===== src/rtl/stf_pkg.sv =====
// Package for the surface traction forcing block: widths, payload structs,
// cell state types and saturating arithmetic helpers. No dependencies.
package stf_pkg;

  localparam int FRACTION_BITS = 16;
  localparam int JAC_W = 31;
  localparam int VAL_W = 32;
  localparam int STR_W = FRACTION_BITS + 1;
  localparam int REC_W = 2 * FRACTION_BITS + 1;
  localparam int SQ_W = (JAC_W + FRACTION_BITS + 1) / 2;
  localparam int NSTEP = (REC_W > SQ_W) ? REC_W : SQ_W;
  localparam int SQ_PAD = NSTEP - SQ_W;
  localparam int RXY_W = 3 * FRACTION_BITS + 1;
  localparam int P_W = 64 - FRACTION_BITS;
  localparam int P_LW = P_W / 2;
  localparam int P_HW = P_W - P_LW;
  localparam int A_LW = RXY_W / 2;
  localparam int A_HW = RXY_W - A_LW;
  localparam int WIDE_W = 128;
  localparam int MST = 7;
  localparam int NSTG = NSTEP + MST;

  typedef struct packed {
    logic [JAC_W-1:0] jacobian;
    logic signed [VAL_W-1:0] metric_x;
    logic signed [VAL_W-1:0] metric_y;
    logic signed [VAL_W-1:0] metric_z;
    logic signed [VAL_W-1:0] stress_xx;
    logic signed [VAL_W-1:0] stress_xy;
    logic signed [VAL_W-1:0] stress_xz;
    logic signed [VAL_W-1:0] stress_yy;
    logic signed [VAL_W-1:0] stress_yz;
    logic signed [VAL_W-1:0] stress_zz;
    logic [STR_W-1:0] stretch_x;
    logic [STR_W-1:0] stretch_y;
  } stf_in_t;

  typedef struct packed {
    logic signed [VAL_W-1:0] force_x;
    logic signed [VAL_W-1:0] force_y;
    logic signed [VAL_W-1:0] force_z;
  } stf_out_t;

  typedef struct packed {
    logic [NSTEP-1:0] quo;
    logic [STR_W:0] rem;
    logic [NSTEP-1:0] dvd;
    logic [STR_W-1:0] dsr;
  } stf_div_t;

  typedef struct packed {
    logic [NSTEP-1:0] root;
    logic [NSTEP+1:0] rem;
    logic [2*NSTEP-1:0] rad;
  } stf_sqrt_t;

  typedef struct packed {
    stf_in_t data;
    stf_sqrt_t sq;
    stf_div_t dx;
    stf_div_t dy;
  } stf_cell_t;

  function automatic logic signed [63:0] floor_sat64(input logic signed [WIDE_W-1:0] x);
    logic signed [WIDE_W-1:0] y;
    y = x >>> FRACTION_BITS;
    if (y[WIDE_W-1:63] == '0 || y[WIDE_W-1:63] == '1) begin
      return y[63:0];
    end
    return y[WIDE_W-1] ? {1'b1, 63'd0} : {1'b0, {63{1'b1}}};
  endfunction

  function automatic logic signed [31:0] floor_sat32(input logic signed [WIDE_W-1:0] x);
    logic signed [WIDE_W-1:0] y;
    y = x >>> FRACTION_BITS;
    if (y[WIDE_W-1:31] == '0 || y[WIDE_W-1:31] == '1) begin
      return y[31:0];
    end
    return y[WIDE_W-1] ? {1'b1, 31'd0} : {1'b0, {31{1'b1}}};
  endfunction

  function automatic logic signed [63:0] add_sat64(input logic signed [63:0] a,
                                                   input logic signed [63:0] b);
    logic signed [64:0] s;
    s = {a[63], a} + {b[63], b};
    if (s[64] != s[63]) begin
      return s[64] ? {1'b1, 63'd0} : {1'b0, {63{1'b1}}};
    end
    return s[63:0];
  endfunction

endpackage


===== src/rtl/stf_cell.sv =====
// One cell of the iteration row: one square root digit and one quotient bit
// for each reciprocal, carrying the request along. Depends on stf_pkg.
module stf_cell (
  input  logic              clk,
  input  logic              load,
  input  stf_pkg::stf_cell_t prev,
  output stf_pkg::stf_cell_t cur
);
  import stf_pkg::*;

  stf_cell_t cur_next;

  function automatic stf_div_t div_step(input stf_div_t d);
    stf_div_t o;
    logic [STR_W:0] r;
    o = d;
    r = {d.rem[STR_W-1:0], d.dvd[NSTEP-1]};
    o.dvd = {d.dvd[NSTEP-2:0], 1'b0};
    if (r >= {1'b0, d.dsr}) begin
      o.rem = r - {1'b0, d.dsr};
      o.quo = {d.quo[NSTEP-2:0], 1'b1};
    end else begin
      o.rem = r;
      o.quo = {d.quo[NSTEP-2:0], 1'b0};
    end
    return o;
  endfunction

  function automatic stf_sqrt_t sqrt_step(input stf_sqrt_t s);
    stf_sqrt_t o;
    logic [NSTEP+3:0] rs;
    logic [NSTEP+3:0] tr;
    o = s;
    rs = {s.rem, s.rad[2*NSTEP-1:2*NSTEP-2]};
    tr = {2'b00, s.root, 2'b01};
    o.rad = {s.rad[2*NSTEP-3:0], 2'b00};
    if (rs >= tr) begin
      o.rem = NSTEP'(0) + (NSTEP+2)'(rs - tr);
      o.root = {s.root[NSTEP-2:0], 1'b1};
    end else begin
      o.rem = rs[NSTEP+1:0];
      o.root = {s.root[NSTEP-2:0], 1'b0};
    end
    return o;
  endfunction

  always_comb begin
    cur_next.data = prev.data;
    cur_next.sq = sqrt_step(prev.sq);
    cur_next.dx = div_step(prev.dx);
    cur_next.dy = div_step(prev.dy);
  end

  always_ff @(posedge clk) begin
    if (load) begin
      cur <= cur_next;
    end
  end

endmodule


===== config.mk =====
export PLATFORM = sky130hd
export DESIGN_NAME = stf_cell
export DESIGN_NICKNAME = d
export VERILOG_FILES = /design/src/rtl/stf_pkg.sv /design/src/rtl/stf_cell.sv
export SDC_FILE = /design/constraint.sdc
export NUM_CORES = 1
export LEC_CHECK = 0
export BUFFER_PORTS_ARGS = -buffer_cell sky130_fd_sc_hd__buf_2
export CORE_AREA = 2 2 536 538
export DETAILED_ROUTE_END_ITERATION = 10
export DIE_AREA = 0 0 538 540
export PLACE_DENSITY = 0.38
export SYNTH_ARGS = -nofsm -noshare
export SYNTH_HDL_FRONTEND = slang
export SYNTH_SLANG_ARGS = --single-unit

===== constraint.sdc =====
create_clock -name clk -period 3 [get_ports clk]
set_input_delay 0.6 -clock clk [delete_from_list [all_inputs] [get_ports clk]]
set_output_delay 0.6 -clock clk [all_outputs]
set_load 0.02 [all_outputs]

Word-level counts from Yosys, hierarchy flattened
Cells that the tools add are included.
Storage, ports and cells
  register bits after elaboration: 685
  bits of input ports: 691
  output and inout bits: 689
Cells by class
  add/sub/neg operators: 3
  magnitude comparators: 3
  multiplexer cells: 3
Operator list (number)
  19-bit 2-to-1 mux: 2
  37-bit by 35-bit greater-or-equal comparator with 1-bit output: 1
  18-bit by 17-bit greater-or-equal comparator with 1-bit output: 2
  36-bit 2-to-1 mux: 1
  18-bit by 17-bit subtractor with 18-bit output: 2
  35-bit subtractor: 1

Depth between registers and ports, before layout
Gate-level depths: netlist of the first run.
  word-level depth: 2
  gate-level depth with buffers: 12
  gate-level depth less buffers: 11

Least setup slack after synthesis of the first run
No wires, ideal clock.
  path kind: input port to flip-flop
  start: in prev[150] (netlist bit)
  end: reg cur[167] (netlist bit), data pin
  library setup time: 0.262 ns
  arrival time: 2.767 ns
  slack: -0.029 ns
  cell stages on the path: 12
  path buffers: 1
  cell sequence: inv_1 > ha_1 > fa_1 > and2b_1 > o31a_1 > o211ai_2 > a21oi_2 > o31ai_1 > a31o_2 > nand2_4 > buf_8 > mux2_1
RTL lines
  start: declaration: RTL line stf_cell.sv:6  | input stf_pkg::stf_cell_t prev,
  end signal: assignment: RTL line stf_cell.sv:56  | cur <= cur_next;
  end: declaration: RTL line stf_cell.sv:7  | output stf_pkg::stf_cell_t cur

==> results of run 1 <==
-- cell usage in the layout (no fill, tap or decap), types with 13 or more instances in the layout --
cell	synthesis	final
buf_4	4	240
buf_2	6	1370
mux2_4	15	16
nand3_1	19	19
o21ai_0	50	49
clkinvlp_4	0	13
inv_1	91	90
clkbuf_16	0	100
bufinv_16	0	14
nand4_1	13	13
edfxtp_1	685	685
xor2_1	20	20
ha_1	69	67
a21o_1	23	23
nor2_1	55	55
xnor2_1	32	32
clkinv_1	0	14
clkbuf_1	8	16
a21oi_1	73	72
dlygate4sd3_1	0	580
nand2_1	55	55
diode_2	0	111
buf_12	0	17
-- power by group through the flow --
stage	clock, mW	combinational (mW)	sequential (mW)
final	12.2	5.86	11.9
after global routing	13.2	6.25	12.0
after CTS	12.9	6.04	12.0
after detailed placement	0	5.11	12.2
after global placement	0	5.10	12.2
after floorplan	0	0.941	13.0
-- layer usage --
| layer | up-vias | track usage |
|---|---|---|
| met5 | - | 0 |
| met4 | 186 | 0.0266 |
| met3 | 546 | 0.0728 |
| met2 | 1577 | 0.258 |
| met1 | 11348 | 0.173 |
| li1 | 10123 | - |
-- how the worst max path moves through the flow --
stage	startpoint	end	slack [ns]
4_1_cts	prev[311]	cur[286]	0.03
6_report	prev[311]	cur[276]	0.08
2_1_floorplan	prev[150]	cur[161]	0.004
5_1_grt	prev[311]	cur[270]	-0.0002
3_3_place_gp	prev[312]	cur[291]	-0.56
3_5_place_dp	prev[312]	cur[287]	-0.58
-- timing repair --
item,in CTS,in global routing
endpoints found under the hold margin,581,0
setup endpoints to repair,0,32
hold buffers,581,0
resized for setup,0,10
setup buffers,0,5
-- layout make-up --
cell class	count	share of cell area
Sequential cell	685	0.424
Timing Repair Buffer	2211	0.306
Tap cell	3762	0.0970
Multi-Input combinational cell	594	0.0916
Clock buffer	116	0.0528
Clock inverter	61	0.0155
Inverter	91	0.00714
Antenna cell	111	0.00573
-- metrics by stage --
| stage | total power, mW | setup WS (ns) | area (um2) |
|---|---|---|---|
| 6_report | 30.1 | 0.0751 | 48500 |
| 5_1_grt | 31.4 | -0.000222 | 48300 |
| 4_1_cts | 30.9 | 0.0305 | 48100 |
| 3_5_place_dp | 17.3 | -0.582 | 39000 |
| 3_3_place_gp | 17.3 | -0.562 | 39000 |
| 2_1_floorplan | 14.0 | 0.00381 | 25500 |
-- kinds of logic after synthesis --
| family | Yosys count | share of synthesized area |
|---|---|---|
| other | 1 | 0.000147 |
| AOI/OAI and AO/OA | 232 | 0.0631 |
| buffers and inverters | 115 | 0.0202 |
| muxes | 31 | 0.0157 |
| DFF | 685 | 0.808 |
| xor gates and xnor gates | 52 | 0.0179 |
| and+or+nand+nor | 204 | 0.0393 |
| adders and majority gates | 71 | 0.0355 |
==> flow_metrics.tcl, run 1 <==
set metrics [dict create \
    yosys_warnings 0 \
    crit_fanout 12 \
    synthTopCellsByCount "edfxtp_1 (685), inv_1 (91), a21oi_1 (73)" \
    antenna_left 0 \
    setup_viol 0 \
    maxUsedRoutingLayer "met5" \
    cellPowerDensity_nw_per_um2 619 \
    wl_met1_um 88200 \
    drt_wl_total_um 230000 \
    drv_cap 0 \
    dp_hpwl_um 205000 \
    cpMaxStageDelayCell "dlygate4sd3_1" \
    crit_arrival_ns 3.44 \
    overflow 0 \
    grt_max_degree 85 \
    clkTransAtPathRegs_ns 0.05 \
    p_seq_frac 0.398 \
    syn_inst 1391 \
    critPathKind "input port to flop" \
    num_rows 196 \
    worstSetupStartpointType "input port" \
    fp.coreArea_um2 284000 \
    whs_ns 0.108 \
    switchingPower_mw 8.97 \
    grt_pass1_wl_um 278000 \
    worstMarginPinSlew_ns 0.771 \
    status "finished clean" \
    timing.critical_path.mode_cell "buf_4" \
    wl_per_cell_um 30.1 \
    antenna_found_initial 355 \
    pin_count 1380 \
    synth-edff-count 685 \
    synthFlopType "edfxtp_1" \
    cp_cell_sequence "dlygate4sd3_1 -> buf_2 -> inv_1 -> ha_4 -> nand4_1 -> nor3_1 -> buf_4 -> a31oi_1 -> o21ai_1 -> a2111oi_4 -> o31ai_4 -> buf_4 -> buf_4 -> buf_6 -> nor2_1 -> a21oi_1" \
    largest_registers "cur (685)" \
    die_h_um 540 \
    syn-cell-area_um2 25400 \
    syn_to_final_growth_pct 90.6 \
    max_freq_mhz 342 \
    grt.total_usage 0.152 \
    critical_path_required_ns 3.51 \
    fin_crit_ns 2.92 \
    worstHoldEndpoint "cur[117]" \
    synth.area.top_cells "edfxtp_1 (81%), ha_1 (3.4%), a21oi_1 (1.4%)" \
    final_util 0.171 \
    first_iter_violations 1751 \
    htreeDepth 3 \
    drtPass1Iterations 6 \
    vdd_drop_max_mv 0.414 \
    critPathMaxStageDelay_ns 0.53 \
    numPortBuffers 1371 \
    numCtsBuffers 99 \
    wl_met2_um 109000 \
    yosysMostFrequentCell "edfxtp_1" \
    synth_seq_cells 685 \
    min_path_type "input port to flop" \
    vias 23780 \
    dp.cells 6757 \
    path_buf_inv 7 \
    root_buffer "clkbuf_16" \
    start_util 0.0895 \
    viasPerCell 3.12 \
    nNetsFinal 4444 \
    intPower_mw 21.1 \
    place_congestion 0.946 \
    avgSynthCellArea_um2 18.3 \
    drv_slew 0 \
    power_frac_clock 0.408 \
    yosysTopAreaCell "edfxtp_1" \
    register_area_um2 20600 \
    synth_top_area_frac 0.808 \
    grt_pass1_vias 23320 \
    met3_length_um 26500 \
    cts_sinks 685 \
    relSlewSlack 0.486 \
    drive_gt1_frac 0.488 \
    final.setup.tns_ns 0 \
    synthArstFlopShare 0 \
    die_w_um 538 \
    multi_input_area_um2 4440 \
    cts_tree "done" \
    drc_errors 0 \
    largest_register_ffs 685 \
    hold_start "prev[117]" \
    seq_area_frac_synth 0.808 \
    cp_num_cells 16 \
    dieArea_um2 291000 \
    ys_types 85 \
    critical_path.endpoint_type "flop" \
    p_leak_nw 19.8 \
    nFillCells 31630 \
    p_sw_frac 0.299 \
    path_delay_family "buffers and inverters" \
    combPwrFrac 0.195 \
    largest-register "cur" \
    timing.final.crit_share 0.975 \
    worst_hold_path.num_cells 1 \
    final_hold_viol_count 0 \
    clockBufferDepth 4 \
    finalNonFillerCells 7631 \
]
(Power assumes the default switching activity.)
==> run 2, diff against run 1 <==
Settings changed: REMOVE_ABC_BUFFERS from default to 1.
==> run 2 against run 1 <==
Effect of this change: sequential cell count unchanged; via count decreased by 1.4%; sequential share of layout area increased by 0.10 points; sequential power about the same; critical path depth decreased by 4; first-iteration DRC count decreased by 19%; non-clock buffer count decreased by 11; setup slack got worse by 0.011 ns; highest routed layer unchanged.
==> flow_metrics.tcl, run 2 (synthesized netlist as in run 1, its figures left out) <==
set metrics [dict create \
    cts_tree "done" \
    startpoint "prev[0]" \
    p_leak_nw 19.8 \
    worstSetupStartpointType "input port" \
    nNetsFinal 4435 \
    critical_path.endpoint_type "flop" \
    numPortBuffers 1371 \
    drv_cap 0 \
    max_freq_mhz 341 \
    drtPass1Iterations 5 \
    met2_usage 0.247 \
    antenna_left 0 \
    pin_count 1380 \
    critPathKind "input port to flop" \
    dp.cells 6742 \
    clkTransAtPathRegs_ns 0.06 \
    use_met1 0.160 \
    relSlewSlack 0.518 \
    critical_path_required_ns 3.56 \
    rsz0062_at_grt "no" \
    crit_fanout 7 \
    dpl_cell_area_um2 38800 \
    setup_viol 0 \
    min_path_type "input port to flop" \
    grt.total_usage 0.145 \
    antenna_found_initial 326 \
    dieArea_um2 291000 \
    drc_errors 0 \
    p_seq_frac 0.397 \
    final_common_cell "buf_2" \
    die_h_um 540 \
    grt_pass1_wl_um 267000 \
    intPower_mw 20.9 \
    numCtsBuffers 101 \
    place_congestion 0.901 \
    vias 23442 \
    htreeDepth 3 \
    grt_busiest_layer "met2" \
    pre_cts_ws_ns -0.562 \
    fp.coreArea_um2 284000 \
    cellPowerDensity_nw_per_um2 615 \
    dp_hpwl_um 196000 \
    fin_crit_ns 2.94 \
    root_buffer "clkbuf_16" \
    finalNonFillerCells 7627 \
    grt_max_degree 91 \
    drive_gt1_frac 0.483 \
    use_met3 0.0774 \
    crit_arrival_ns 3.50 \
    die_w_um 538 \
    first_iter_violations 1426 \
    drv_slew 0 \
    finalPower_mw 29.8 \
    power_frac_clock 0.407 \
    cts_sinks 685 \
    final_hold_viol_count 0 \
    switchingPower_mw 8.90 \
    combPwrFrac 0.195 \
    start_util 0.0895 \
    timing.final.crit_share 0.979 \
    overflow 0 \
    setup_ws_ns 0.0643 \
    vdd_drop_max_mv 0.364 \
    status "finished clean" \
    p_sw_frac 0.299 \
    wl_per_cell_um 28.8 \
    viasPerCell 3.07 \
    layout_common_cells "buf_2 (1370), edfxtp_1 (685), dlygate4sd3_1 (581)" \
    largest_registers "cur (685)" \
    syn_to_final_growth_pct 90.2 \
    largest-register "cur" \
    clockBufferDepth 4 \
    num_rows 196 \
    largest_register_ffs 685 \
    worstMarginPinSlew_ns 0.715 \
    grt_pass1_vias 23653 \
    drt_wl_total_um 220000 \
    hold_start "prev[12]" \
    fin_area_um2 48400 \
]
run 2: per-layer routing:
metal | share of wire | up-vias
met2 | 0.47 | 1496
met4 | 0.026 | 174
met5 | 0.0051 | -
li1 | - | 10130
met3 | 0.12 | 528
met1 | 0.37 | 11114
run 2: per-stage QoR:
step | util | setup TNS (ns) | hold slack, ns
after floorplan | - | -28.00 | 0.699
after global placement | 0.137 | -25.66 | 0.777
after detailed placement | 0.137 | -28.21 | 0.778
after CTS | 0.169 | 0 | 0.00383
after global routing | 0.169 | 0 | 0.0172
final | 0.170 | 0 | 0.0766
run 2: repair_timing:
item / CTS / global route
endpoints found under the setup margin: 0 / 62
hold buffers: 588 / 0
setup buffers: 0 / 2
gates resized for setup: 0 / 18
endpoints found under the hold margin: 588 / 0
run 2: path summary, 6_finish.rpt:
| kind | cells after the start | slack (ns) | end |
|---|---|---|---|
| max | 12 | 0.06 | cur[53] |
| min | 1 | 0.08 | cur[12] |
run 2: power by group through the flow:
stage	combinational (mW)	clock [mW]	sequential, mW
after global placement	5.06	0	12.0
after floorplan	0.908	0	13.0
after global routing	6.20	13.0	11.9
after detailed placement	5.07	0	12.0
after CTS	5.98	12.7	11.9
final	5.82	12.1	11.8
run 2: final cells by class:
cell class	count	area, um2
diodes	111	278
clock buffers	117	2610
clock inverters	67	686
fillers	31664	236000
inverters	91	342
multi-input cells	594	4430
flip-flops and latches	685	20600
well taps	3762	4710
repair buffers	2200	14800
run 2: worst max-delay path, cell delays in order:
cell and delay, ns:
dlygate4sd3_1 0.52, buf_2 0.12, ha_1 0.18, fa_1 0.20, and2b_1 0.21, o211ai_2 0.23, a31oi_4 0.14, o41ai_4 0.31
o31ai_4 0.12, o31ai_4 0.32, buf_6 0.19, mux2_2 0.33
